$ cat config.mk
export PLATFORM = sky130hd
export DESIGN_NAME = run_length_pattern_compressor
export DESIGN_NICKNAME = d
export VERILOG_FILES = /design/src/rtl/rlpc_pkg.sv /design/src/rtl/run_length_pattern_compressor.sv /design/src/rtl/rlpc_step.sv /design/src/rtl/rlpc_pack.sv
export SDC_FILE = /design/constraint.sdc
export NUM_CORES = 1
export LEC_CHECK = 0
export BUFFER_PORTS_ARGS = -buffer_cell sky130_fd_sc_hd__buf_2
export CAP_MARGIN = 20
export CORE_UTILIZATION = 55
export CTS_BUF_LIST = sky130_fd_sc_hd__clkbuf_8
export DETAILED_ROUTE_END_ITERATION = 8
export PLACE_DENSITY_LB_ADDON = 0.2
export SLEW_MARGIN = 30
export SYNTH_ARGS = -nofsm -noshare
export SYNTH_HDL_FRONTEND = slang
export SYNTH_SLANG_ARGS = --single-unit
$ cat constraint.sdc
create_clock -name clk_i -period 6.72 [get_ports clk_i]
set_clock_uncertainty 0.15 [all_clocks]
set_input_delay 1.008 -clock clk_i [delete_from_list [all_inputs] [get_ports clk_i]]
set_output_delay 1.008 -clock clk_i [all_outputs]
set_load 0.02 [all_outputs]
$ cat src/rtl/rlpc_pkg.sv
// rlpc_pkg: types, codes and helpers shared by the run-length pattern compressor
// no dependencies
`timescale 1ns / 1ps

package rlpc_pkg;

  localparam int unsigned MaxChunkDef = 64;
  localparam int unsigned CntW        = 7;
  localparam int unsigned FillW       = 3;
  localparam int unsigned WinDepth    = 4;
  localparam int unsigned PaddrW      = 4;

  localparam logic [1:0] TypeMask  = 2'h3;
  localparam logic [5:0] CountMask = 6'h3F;

  // chunk type, low two bits are the header type field
  typedef enum logic [2:0] {
    KIND_DEF  = 3'd0,
    KIND_ONE  = 3'd1,
    KIND_PAIR = 3'd2,
    KIND_LIT  = 3'd3,
    KIND_NONE = 3'd4
  } kind_e;

  typedef enum logic [1:0] {
    ACT_REST,
    ACT_ADV,
    ACT_CLOSE
  } act_e;

  typedef enum logic [3:0] {
    ST_IDLE,
    ST_HDR,
    ST_SCAN,
    ST_CK_HDR,
    ST_CK_B0,
    ST_CK_B1,
    ST_CK_LIT,
    ST_TERM,
    ST_DONE
  } st_e;

  typedef enum logic [1:0] {
    REG_DEFAULT = 2'd0,
    REG_HDR_EN  = 2'd1,
    REG_TERM_EN = 2'd2
  } reg_e;

  typedef struct packed {
    logic [WinDepth-1:0][7:0] win;
    logic [FillW-1:0]         fill;
    kind_e                    kind;
    logic [CntW-1:0]          cnt;
    logic [15:0]              pair;
  } scan_st_t;

  typedef struct packed {
    act_e            act;
    scan_st_t        nxt;
    logic            rest_nxt;
    logic            lit_we;
    logic [CntW-1:0] lit_addr;
    logic [7:0]      lit_data;
  } step_res_t;

  typedef struct packed {
    logic       byte_vld;
    logic [7:0] data;
    logic       mrk;
    logic       done;
  } push_t;

  typedef struct packed {
    logic byte_ok;
    logic mrk_ok;
  } pk_rdy_t;

  // remove n bytes from the front of the lookahead window
  function automatic scan_st_t drop_front(scan_st_t s, logic [FillW-1:0] n);
    scan_st_t r;
    r = s;
    for (int k = 0; k < WinDepth; k++) begin
      if (k + int'(n) < WinDepth) begin
        r.win[k] = s.win[k + int'(n)];
      end
    end
    r.fill = s.fill - n;
    return r;
  endfunction

endpackage

$ cat src/rtl/run_length_pattern_compressor.sv
// run_length_pattern_compressor: top level with register port, scan sequencer and literal memory
// depends on rlpc_pkg, rlpc_step, rlpc_pack
`timescale 1ns / 1ps

// Byte stream compressor. Each accepted request carries one data byte and an end flag; the
// results are the compressed bytes that byte releases, up to two per result, with batch_last
// on the last result of the request and output_done on the last result of the stream. A
// request that only extends a run or a literal chunk lets the next one in on the same edge,
// so plain data streams in at one byte per clock while the packer is free. Closing a chunk
// emits its header and payload at one byte per cycle through the packer while it is not
// stalled, reading a literal chunk back from the literal memory; the input stalls meanwhile.
// The end of a stream adds the flush of the open chunk, the optional terminator byte and
// ST_DONE, which clears the stream state. The literal memory needs no clearing pass after reset.
module run_length_pattern_compressor #(
  parameter int unsigned MaxChunk = rlpc_pkg::MaxChunkDef
) (
  input  logic                        clk_i,
  input  logic                        rst_ni,
  input  logic                        psel,
  input  logic                        penable,
  input  logic                        pwrite,
  input  logic [rlpc_pkg::PaddrW-1:0] paddr,
  input  logic [31:0]                 pwdata,
  output logic [31:0]                 prdata,
  output logic                        pready,
  input  logic                        in_valid_i,
  output logic                        in_stall_o,
  input  logic [7:0]                  data_byte_i,
  input  logic                        stream_end_i,
  output logic                        out_valid_o,
  input  logic                        out_stall_i,
  output logic [7:0]                  byte_a_o,
  output logic [7:0]                  byte_b_o,
  output logic [1:0]                  byte_count_o,
  output logic                        batch_last_o,
  output logic                        output_done_o
);
  import rlpc_pkg::*;

  localparam int unsigned LitAw    = $clog2(MaxChunk);
  localparam int unsigned LitDepth = 2 ** LitAw;

  // configuration
  logic [7:0] dflt_q;
  logic       hdr_en_q;
  logic       term_en_q;
  logic       cfg_we;
  reg_e       reg_idx;

  // stream state
  st_e              st_q, st_d;
  scan_st_t         ss_q, ss_d;
  logic             end_q, end_d;
  logic             started_q, started_d;
  kind_e            ck_kind_q, ck_kind_d;
  logic [CntW-1:0]  ck_cnt_q, ck_cnt_d;
  logic [15:0]      ck_pair_q, ck_pair_d;
  logic             fin_q, fin_d;
  logic [LitAw-1:0] li_q, li_d;
  logic [LitAw-1:0] rd_addr;
  logic [7:0]       rd_q;
  logic [7:0]       lit_mem [LitDepth];

  step_res_t res;
  push_t     push;
  pk_rdy_t   pk_rdy;
  scan_st_t  app_base;
  scan_st_t  app;
  logic      settle;
  logic      in_ok;
  logic      in_acc;
  logic      have_chunk;
  logic      lit_last;
  st_e       after_st;
  logic [7:0] hdr_byte;

  // register port
  assign pready  = 1'b1;
  assign cfg_we  = psel && penable && pwrite && pready;
  assign reg_idx = reg_e'(paddr[3:2]);

  always_ff @(posedge clk_i or negedge rst_ni) begin
    if (!rst_ni) begin
      dflt_q    <= 8'h00;
      hdr_en_q  <= 1'b0;
      term_en_q <= 1'b0;
    end else if (cfg_we) begin
      case (reg_idx)
        REG_DEFAULT: dflt_q    <= pwdata[7:0];
        REG_HDR_EN:  hdr_en_q  <= pwdata[0];
        REG_TERM_EN: term_en_q <= pwdata[0];
        default: ;
      endcase
    end
  end

  always_comb begin
    case (reg_idx)
      REG_DEFAULT: prdata = {24'h0, dflt_q};
      REG_HDR_EN:  prdata = {31'h0, hdr_en_q};
      REG_TERM_EN: prdata = {31'h0, term_en_q};
      default:     prdata = 32'h0;
    endcase
  end

  rlpc_step #(
    .MaxChunk(MaxChunk)
  ) u_step (
    .st_i  (ss_q),
    .end_i (end_q),
    .dflt_i(dflt_q),
    .res_o (res)
  );

  rlpc_pack u_pack (
    .clk_i        (clk_i),
    .rst_ni       (rst_ni),
    .push_i       (push),
    .rdy_o        (pk_rdy),
    .out_valid_o  (out_valid_o),
    .out_stall_i  (out_stall_i),
    .byte_a_o     (byte_a_o),
    .byte_b_o     (byte_b_o),
    .byte_count_o (byte_count_o),
    .batch_last_o (batch_last_o),
    .output_done_o(output_done_o)
  );

  // a decision that leaves the scanner at rest lets the next byte in on the same edge
  assign settle     = (st_q == ST_SCAN) && (res.act != ACT_CLOSE) && res.rest_nxt && !end_q;
  assign have_chunk = (ss_q.kind != KIND_NONE) && (ss_q.cnt != '0);
  assign lit_last   = (CntW'(li_q) == ck_cnt_q - CntW'(1));
  assign after_st   = fin_q ? (term_en_q ? ST_TERM : ST_DONE) : ST_SCAN;
  assign hdr_byte   = {ck_kind_q[1:0] & TypeMask, 6'(ck_cnt_q - CntW'(1)) & CountMask};

  assign app_base = (st_q == ST_IDLE) ? ss_q : res.nxt;
  always_comb begin
    app                           = app_base;
    app.win[app_base.fill[1:0]]   = data_byte_i;
    app.fill                      = app_base.fill + FillW'(1);
  end

  // next state
  always_comb begin
    st_d = st_q;
    case (st_q)
      ST_IDLE: begin
        if (in_acc) begin
          st_d = (!started_q && hdr_en_q) ? ST_HDR : ST_SCAN;
        end
      end
      ST_HDR: begin
        if (pk_rdy.byte_ok) begin
          st_d = ST_SCAN;
        end
      end
      ST_SCAN: begin
        if (res.act == ACT_CLOSE) begin
          st_d = ST_CK_HDR;
        end else if (res.act == ACT_REST && end_q) begin
          st_d = have_chunk ? ST_CK_HDR : (term_en_q ? ST_TERM : ST_DONE);
        end else if (settle && pk_rdy.mrk_ok) begin
          st_d = in_acc ? ST_SCAN : ST_IDLE;
        end
      end
      ST_CK_HDR: begin
        if (pk_rdy.byte_ok) begin
          case (ck_kind_q)
            KIND_DEF:  st_d = after_st;
            KIND_ONE:  st_d = ST_CK_B1;
            KIND_PAIR: st_d = ST_CK_B0;
            default:   st_d = ST_CK_LIT;
          endcase
        end
      end
      ST_CK_B0: begin
        if (pk_rdy.byte_ok) begin
          st_d = ST_CK_B1;
        end
      end
      ST_CK_B1: begin
        if (pk_rdy.byte_ok) begin
          st_d = after_st;
        end
      end
      ST_CK_LIT: begin
        if (pk_rdy.byte_ok && lit_last) begin
          st_d = after_st;
        end
      end
      ST_TERM: begin
        if (pk_rdy.byte_ok) begin
          st_d = ST_DONE;
        end
      end
      ST_DONE: begin
        if (pk_rdy.mrk_ok) begin
          st_d = ST_IDLE;
        end
      end
      default: st_d = ST_IDLE;
    endcase
  end

  // outputs of the sequencer
  always_comb begin
    push     = '0;
    in_ok    = 1'b0;
    rd_addr  = li_q;
    case (st_q)
      ST_IDLE: in_ok = 1'b1;
      ST_HDR: begin
        push.byte_vld = 1'b1;
        push.data     = dflt_q;
      end
      ST_SCAN: begin
        push.mrk = settle;
        in_ok    = settle && pk_rdy.mrk_ok;
      end
      ST_CK_HDR: begin
        push.byte_vld = 1'b1;
        push.data     = hdr_byte;
        rd_addr       = '0;
      end
      ST_CK_B0: begin
        push.byte_vld = 1'b1;
        push.data     = ck_pair_q[15:8];
      end
      ST_CK_B1: begin
        push.byte_vld = 1'b1;
        push.data     = ck_pair_q[7:0];
      end
      ST_CK_LIT: begin
        push.byte_vld = 1'b1;
        push.data     = rd_q;
        rd_addr       = pk_rdy.byte_ok ? li_q + LitAw'(1) : li_q;
      end
      ST_TERM: begin
        push.byte_vld = 1'b1;
        push.data     = 8'h00;
      end
      ST_DONE: begin
        push.mrk  = 1'b1;
        push.done = 1'b1;
      end
      default: ;
    endcase
    in_acc = in_valid_i && in_ok;
  end

  assign in_stall_o = !in_ok;

  // datapath updates
  always_comb begin
    ss_d      = ss_q;
    end_d     = end_q;
    started_d = started_q;
    ck_kind_d = ck_kind_q;
    ck_cnt_d  = ck_cnt_q;
    ck_pair_d = ck_pair_q;
    fin_d     = fin_q;
    li_d      = li_q;
    case (st_q)
      ST_IDLE: begin
        if (in_acc) begin
          ss_d      = app;
          end_d     = stream_end_i;
          started_d = 1'b1;
        end
      end
      ST_SCAN: begin
        ss_d = res.nxt;
        if (res.act == ACT_CLOSE) begin
          ck_kind_d = ss_q.kind;
          ck_cnt_d  = ss_q.cnt;
          ck_pair_d = ss_q.pair;
          fin_d     = 1'b0;
        end else if (res.act == ACT_REST && end_q && have_chunk) begin
          // final flush of the open chunk
          ck_kind_d = ss_q.kind;
          ck_cnt_d  = ss_q.cnt;
          ck_pair_d = ss_q.pair;
          fin_d     = 1'b1;
          ss_d.kind = KIND_NONE;
          ss_d.cnt  = '0;
        end else if (res.act == ACT_REST && end_q) begin
          fin_d = 1'b1;
        end
        if (in_acc) begin
          ss_d  = app;
          end_d = stream_end_i;
        end
      end
      ST_CK_HDR: begin
        if (pk_rdy.byte_ok) begin
          li_d = '0;
        end
      end
      ST_CK_LIT: begin
        if (pk_rdy.byte_ok) begin
          li_d = li_q + LitAw'(1);
        end
      end
      ST_DONE: begin
        if (pk_rdy.mrk_ok) begin
          ss_d.fill = '0;
          ss_d.kind = KIND_NONE;
          ss_d.cnt  = '0;
          ss_d.pair = '0;
          started_d = 1'b0;
          end_d     = 1'b0;
          fin_d     = 1'b0;
        end
      end
      default: ;
    endcase
  end

  always_ff @(posedge clk_i or negedge rst_ni) begin
    if (!rst_ni) begin
      st_q      <= ST_IDLE;
      ss_q      <= '{win: '0, fill: '0, kind: KIND_NONE, cnt: '0, pair: '0};
      end_q     <= 1'b0;
      started_q <= 1'b0;
      fin_q     <= 1'b0;
      li_q      <= '0;
      ck_kind_q <= KIND_NONE;
      ck_cnt_q  <= '0;
    end else begin
      st_q      <= st_d;
      ss_q      <= ss_d;
      end_q     <= end_d;
      started_q <= started_d;
      fin_q     <= fin_d;
      li_q      <= li_d;
      ck_kind_q <= ck_kind_d;
      ck_cnt_q  <= ck_cnt_d;
    end
  end

  always_ff @(posedge clk_i) begin
    ck_pair_q <= ck_pair_d;
  end

  // literal memory: written only while scanning, read back only while a chunk closes,
  // so the two never touch the same entry in one cycle
  always_ff @(posedge clk_i) begin
    if (st_q == ST_SCAN && res.lit_we) begin
      lit_mem[res.lit_addr[LitAw-1:0]] <= res.lit_data;
    end
    rd_q <= lit_mem[rd_addr];
  end

  a_cnt_cap: assert property (@(posedge clk_i) disable iff (!rst_ni)
    ss_q.cnt <= CntW'(MaxChunk))
    else $error("chunk count above cap");

  a_lit_range: assert property (@(posedge clk_i) disable iff (!rst_ni)
    st_q == ST_CK_LIT |-> CntW'(li_q) < ck_cnt_q)
    else $error("literal readback past chunk end");

  a_done_last: assert property (@(posedge clk_i) disable iff (!rst_ni)
    out_valid_o && output_done_o |-> batch_last_o)
    else $error("stream end without request end");

  a_busy_stall: assert property (@(posedge clk_i) disable iff (!rst_ni)
    st_q != ST_IDLE && st_q != ST_SCAN |-> in_stall_o)
    else $error("request taken while a chunk is emitted");

endmodule

$ cat src/rtl/rlpc_step.sv
// rlpc_step: one decision of the chunk scanner, purely combinational
// depends on rlpc_pkg
`timescale 1ns / 1ps

module rlpc_step #(
  parameter int unsigned MaxChunk = rlpc_pkg::MaxChunkDef
) (
  input  rlpc_pkg::scan_st_t  st_i,
  input  logic                end_i,
  input  logic [7:0]          dflt_i,
  output rlpc_pkg::step_res_t res_o
);
  import rlpc_pkg::*;

  localparam logic [CntW-1:0] CntCap = CntW'(MaxChunk);

  logic       capped;
  logic       pair_hit;
  logic       def_hit;
  logic       one_hit;
  logic       is_lit;
  logic [7:0] w0;
  logic [7:0] w1;
  logic [7:0] w2;
  logic [7:0] w3;

  function automatic logic at_rest(scan_st_t s, logic e);
    logic r;
    logic cap;
    cap = (s.kind != KIND_NONE) && (s.cnt >= CntCap);
    case (s.kind)
      KIND_DEF, KIND_ONE: r = (s.fill == '0);
      KIND_PAIR:          r = (s.fill < FillW'(2)) && !e;
      default:            r = (s.fill == '0) || ((s.fill < FillW'(4)) && !e);
    endcase
    return r && !cap;
  endfunction

  assign w0 = st_i.win[0];
  assign w1 = st_i.win[1];
  assign w2 = st_i.win[2];
  assign w3 = st_i.win[3];

  assign capped   = (st_i.kind != KIND_NONE) && (st_i.cnt >= CntCap);
  assign pair_hit = (st_i.fill >= FillW'(4)) && (w0 != w1) && (w0 == w2) && (w1 == w3);
  assign def_hit  = (st_i.fill >= FillW'(2)) && (w0 == dflt_i) && (w1 == dflt_i);
  assign one_hit  = (st_i.fill >= FillW'(2)) && (w0 == w1);
  assign is_lit   = (st_i.kind == KIND_LIT);

  always_comb begin
    res_o          = '0;
    res_o.act      = ACT_REST;
    res_o.nxt      = st_i;
    res_o.lit_we   = 1'b0;
    res_o.lit_addr = '0;
    res_o.lit_data = w0;
    if (capped) begin
      res_o.act      = ACT_CLOSE;
      res_o.nxt.kind = KIND_NONE;
      res_o.nxt.cnt  = '0;
    end else begin
      case (st_i.kind)
        KIND_DEF, KIND_ONE: begin
          if (st_i.fill != '0) begin
            if (w0 == st_i.pair[7:0]) begin
              res_o.act     = ACT_ADV;
              res_o.nxt     = drop_front(st_i, FillW'(1));
              res_o.nxt.cnt = st_i.cnt + CntW'(1);
            end else begin
              res_o.act      = ACT_CLOSE;
              res_o.nxt.kind = KIND_NONE;
              res_o.nxt.cnt  = '0;
            end
          end
        end
        KIND_PAIR: begin
          if (st_i.fill < FillW'(2)) begin
            if (end_i) begin
              res_o.act      = ACT_CLOSE;
              res_o.nxt.kind = KIND_NONE;
              res_o.nxt.cnt  = '0;
            end
          end else if (w0 == st_i.pair[15:8] && w1 == st_i.pair[7:0]) begin
            res_o.act     = ACT_ADV;
            res_o.nxt     = drop_front(st_i, FillW'(2));
            res_o.nxt.cnt = st_i.cnt + CntW'(1);
          end else begin
            res_o.act      = ACT_CLOSE;
            res_o.nxt.kind = KIND_NONE;
            res_o.nxt.cnt  = '0;
          end
        end
        default: begin
          if (st_i.fill == '0 || (st_i.fill < FillW'(4) && !end_i)) begin
            res_o.act = ACT_REST;
          end else if (pair_hit || def_hit || one_hit) begin
            // a new run closes an open literal chunk first
            res_o.act = is_lit ? ACT_CLOSE : ACT_ADV;
            if (pair_hit) begin
              res_o.nxt      = drop_front(st_i, FillW'(4));
              res_o.nxt.kind = KIND_PAIR;
              res_o.nxt.pair = {w0, w1};
            end else if (def_hit) begin
              res_o.nxt      = drop_front(st_i, FillW'(2));
              res_o.nxt.kind = KIND_DEF;
              res_o.nxt.pair = {8'h00, dflt_i};
            end else begin
              res_o.nxt      = drop_front(st_i, FillW'(2));
              res_o.nxt.kind = KIND_ONE;
              res_o.nxt.pair = {8'h00, w0};
            end
            res_o.nxt.cnt = CntW'(2);
          end else begin
            res_o.act      = ACT_ADV;
            res_o.lit_we   = 1'b1;
            res_o.lit_addr = is_lit ? st_i.cnt : '0;
            res_o.nxt      = drop_front(st_i, FillW'(1));
            res_o.nxt.kind = KIND_LIT;
            res_o.nxt.cnt  = (is_lit ? st_i.cnt : '0) + CntW'(1);
          end
        end
      endcase
    end
    res_o.rest_nxt = at_rest(res_o.nxt, end_i);
  end

endmodule

$ cat src/rtl/rlpc_pack.sv
// rlpc_pack: packs emitted bytes up to two per result and holds the output register
// depends on rlpc_pkg
`timescale 1ns / 1ps

module rlpc_pack (
  input  logic              clk_i,
  input  logic              rst_ni,
  input  rlpc_pkg::push_t   push_i,
  output rlpc_pkg::pk_rdy_t rdy_o,
  output logic              out_valid_o,
  input  logic              out_stall_i,
  output logic [7:0]        byte_a_o,
  output logic [7:0]        byte_b_o,
  output logic [1:0]        byte_count_o,
  output logic              batch_last_o,
  output logic              output_done_o
);
  import rlpc_pkg::*;

  logic [7:0] h0_q, h0_d;
  logic [7:0] h1_q, h1_d;
  logic [1:0] hcnt_q, hcnt_d;
  logic       vld_q, vld_d;
  logic [7:0] a_q, a_d;
  logic [7:0] b_q, b_d;
  logic [1:0] cnt_q, cnt_d;
  logic       last_q, last_d;
  logic       done_q, done_d;
  logic       out_free;
  logic       load;

  assign out_free      = !vld_q || !out_stall_i;
  assign rdy_o.byte_ok = (hcnt_q != 2'd2) || out_free;
  assign rdy_o.mrk_ok  = (hcnt_q == 2'd0) || out_free;

  always_comb begin
    h0_d   = h0_q;
    h1_d   = h1_q;
    hcnt_d = hcnt_q;
    a_d    = a_q;
    b_d    = b_q;
    cnt_d  = cnt_q;
    last_d = last_q;
    done_d = done_q;
    load   = 1'b0;
    if (push_i.byte_vld && rdy_o.byte_ok) begin
      case (hcnt_q)
        2'd0: begin
          h0_d   = push_i.data;
          hcnt_d = 2'd1;
        end
        2'd1: begin
          h1_d   = push_i.data;
          hcnt_d = 2'd2;
        end
        default: begin
          // a third byte proves the held pair is not the last of the request
          load   = 1'b1;
          a_d    = h0_q;
          b_d    = h1_q;
          cnt_d  = 2'd2;
          last_d = 1'b0;
          done_d = 1'b0;
          h0_d   = push_i.data;
          hcnt_d = 2'd1;
        end
      endcase
    end else if (push_i.mrk && rdy_o.mrk_ok && hcnt_q != 2'd0) begin
      load   = 1'b1;
      a_d    = h0_q;
      b_d    = (hcnt_q == 2'd2) ? h1_q : 8'h00;
      cnt_d  = hcnt_q;
      last_d = 1'b1;
      done_d = push_i.done;
      hcnt_d = 2'd0;
    end
    vld_d = load ? 1'b1 : (out_stall_i ? vld_q : 1'b0);
  end

  always_ff @(posedge clk_i or negedge rst_ni) begin
    if (!rst_ni) begin
      hcnt_q <= 2'd0;
      vld_q  <= 1'b0;
    end else begin
      hcnt_q <= hcnt_d;
      vld_q  <= vld_d;
    end
  end

  always_ff @(posedge clk_i) begin
    h0_q   <= h0_d;
    h1_q   <= h1_d;
    a_q    <= a_d;
    b_q    <= b_d;
    cnt_q  <= cnt_d;
    last_q <= last_d;
    done_q <= done_d;
  end

  assign out_valid_o   = vld_q;
  assign byte_a_o      = a_q;
  assign byte_b_o      = b_q;
  assign byte_count_o  = cnt_q;
  assign batch_last_o  = last_q;
  assign output_done_o = done_q;

endmodule
==> impl_metrics.ini <==
[finish]
fin_nets = 2249
area_delta_synth_final_pct = 10.2
drive_gt1_share_pct = 19.8

[global_route]
busiest_layer = met2
grt_pass1_wl_um = 114000
gr-usage-met3_pct = 5.04
grt_pass1_vias = 19042
grt_max_degree = 90
grt-ovfl-total = 0
grt_use_met1_pct = 39.1
grtUsageTotal_pct = 27.3
antenna_found_initial = 1
grt_util_met2_pct = 42.0

[timing]
max_freq_mhz = 155
rsz0062_at_grt = false
hold_ws_ns = 0.219
hold_violations = 0
tightest_slew_ns = 0.943
slew_headroom_pct = 36.9
finalCriticalPeriod_ns = 6.44
period_share_pct = 95.8
finalWorstSetupSlack_ns = 0.284
drv_slew = 0
setup_violations = 0
finalSetupTns_ns = 0

[clock_tree]
cts_tree = built
clk_transition_reported_paths_ns = 0.06
clk_latency_ns = 0.73
clock-root-buffer = clkbuf_8
cts_sinks = 669
cts_resized = 0
h-tree-depth = 3
hold_buffers = 0
cts_setup_buffers = 0
cts_buffers = 105
clk_path_buf_depth = 3

[logic_synthesis]
synth-seq-cells = 669
synth.distinct_cells = 87
netlist_area_sq_mm = 0.0301
synth_cells = 2107
synth_edf_count = 564
async_reset_ff_share_pct = 14.5
ys_seq_area_share_pct = 64.9
syn_area_per_cell_sq_um = 14.3
synth_top_flop_cell = edfxtp_1
ys_warn_count = 0

[pwr]
p_switching_mw = 5.73
pwr-share-clk_pct = 22.4
ir_worst_vdd_uv = 238
seqPwrFrac_pct = 39.9
total_power_mw = 15.0
p_comb_share_pct = 37.7
p_sw_share_pct = 38.1
cellPowerDensity_mw_per_mm2 = 453
p_int_mw = 9.30
power_leakage_nw = 11.6

[detailed_routing]
dr.pass1.iters = 8
viasPerCell = 6.42
wl_per_cell_um = 25.4
drc_errors = 0
routed_wl_um = 75600
antenna_left = 0
drt_iter0_drc = 2343
vias = 19079

[floorplan]
core-area_sq_mm = 0.0539
initial_core_util_pct = 55.8
io-pin-count = 107
num_rows = 85
fp.dieW_um = 236
die_h_um = 236
dieArea_sq_mm = 0.0557

[critical_path]
crit_path_start_kind = flip-flop
critPathKind = reg2out
critPathMaxFanout = 28
crit_start = ss_q[31]$_DFFE_PN0P_
crit_path_end_kind = output port
cp_data_arrival_time_ns = 5.28
crit_required_ns = 5.56
reg2reg_from = ss_q[31]$_DFFE_PN0P_

[placed_design]
dp_hpwl_um = 48100
gp_congestion = 0.949
io_buffers = 55
dp_slack_ns = 1.27

[job]
cap_violations = 0

[worst_hold_path]
hp-class = in2async

[run_status]
status = finished, final reports clean
cell usage in the layout, fill, tap and decap left out, types with 35 or more instances in the layout:
master    instances
edfxtp_1        564
mux4_2          128
a21oi_1          48
a211oi_1         37
nand2_1         194
mux2_2           35
buf_2            54
nor2_1          190
buf_4            41
and2_1           41
clkbuf_8        115
nand3_1          45
inv_1            59
dfrtp_1          87
o21ai_0          85
Yosys cell counts, drive strengths merged (15+ instances only):
library cell	number	area, sq um
nand3	45	225
o21ai	93	469
nor2	197	761
a22o	22	193
nor3	35	186
inv	24	90.1
dfrtp	95	2380
nand2	196	736
a22oi	24	180
clkbuf	82	308
and2	45	282
a21oi	52	272
buf	71	447
xnor2	29	254
o22ai	15	93.8
a211oi	38	285
mux2i	21	210
edfxtp	564	16900
mux4	128	2880
mux2	35	394
xor2	33	289
a31oi	29	181
path summary, 6_finish.rpt:
| check | endpoint | slack (ns) | depth (start not counted) |
|---|---|---|---|
| min in group clk_i | u_pack.byte_a_o[2]$_DFFE_PP_ | 0.27 | 0 |
| max reg2reg | u_pack.batch_last_o$_DFFE_PP_ | 1.02 | 11 |
| max | in_stall_o | 0.28 | 10 |
| max in group asynchronous | ss_q[34]$_DFFE_PN0P_ | 5.06 | 2 |
| min reg2reg | u_pack.byte_a_o[2]$_DFFE_PP_ | 0.27 | 0 |
| min | dflt_q[6]$_DFFE_PN0P_ | 0.22 | 1 |
layer usage:
| metal | part of all wire, % | vias up |
|---|---|---|
| li1 | - | 8314 |
| met1 | 42 | 9659 |
| met5 | 0 | - |
| met2 | 47 | 969 |
| met4 | 2.6 | 0 |
| met3 | 8.8 | 137 |
metrics by stage:
stage | instances | area, sq um | utilization, %
global placement | 2771 | 31000 | 57.6
floorplan | 2130 | 30200 | -
global route | 2971 | 33200 | 61.5
CTS | 2969 | 33100 | 61.5
detailed placement | 2771 | 31100 | 57.6
finish | 2971 | 33200 | 61.5
area by class of cell:
class                      instances  area, sq um
tap                              696          871
clock inverter                    83          498
multi-input combinational       1284         9940
timing repair buffer              99          653
sequential                       669        19500
fill                            4060        20700
antenna                            1         2.50
clock buffer                     115         1580
inverter                          24         90.1
state kept, by name, indices dropped and copies added (netlist names), 4 cells and up:
name and cells:
dflt_q 8, u_pack.h0_q 8, ss_q 61, ck_cnt_q 7, st_q 4, lit_mem 512, li_q 6, u_pack.byte_a_o 8
u_pack.byte_b_o 8, ck_pair_q 16, rd_q 8, u_pack.h1_q 8
power by group through the flow:
stage               clock network (mW)  logic (mW)  registers, mW
finish                            3.37        5.67           5.99
global placement                     0        5.44           6.03
CTS                               3.42        5.61           5.97
detailed placement                   0        5.60           6.05
floorplan                            0        3.95           5.91
global route                      3.60        6.10           6.03
critical path, stage by stage, from the launching register on:
cell,delay [ns]
dfrtp_2,0.81
xor2_1,0.15
nor4_1,0.60
nand2_1,0.17
or2_0,0.50
a221oi_2,0.52
a21oi_1,0.19
o311ai_0,0.46
nor3b_1,0.80
a21oi_1,0.15
buf_2,0.20
kinds of logic (layout without fill, tap and decap cells):
| group | count (synthesis) | count (layout) | share of synthesized area, % |
|---|---|---|---|
| fa+ha+maj | 14 | 14 | 0.582 |
| mux | 184 | 184 | 11.6 |
| compound gates | 388 | 388 | 8.97 |
| other cells | 2 | 26 | 0.0250 |
| buf+inv | 177 | 321 | 2.81 |
| flops | 669 | 669 | 64.9 |
| simple gates | 611 | 611 | 9.35 |
| xor+xnor | 62 | 62 | 1.80 |
(Power assumes the default switching activity.)
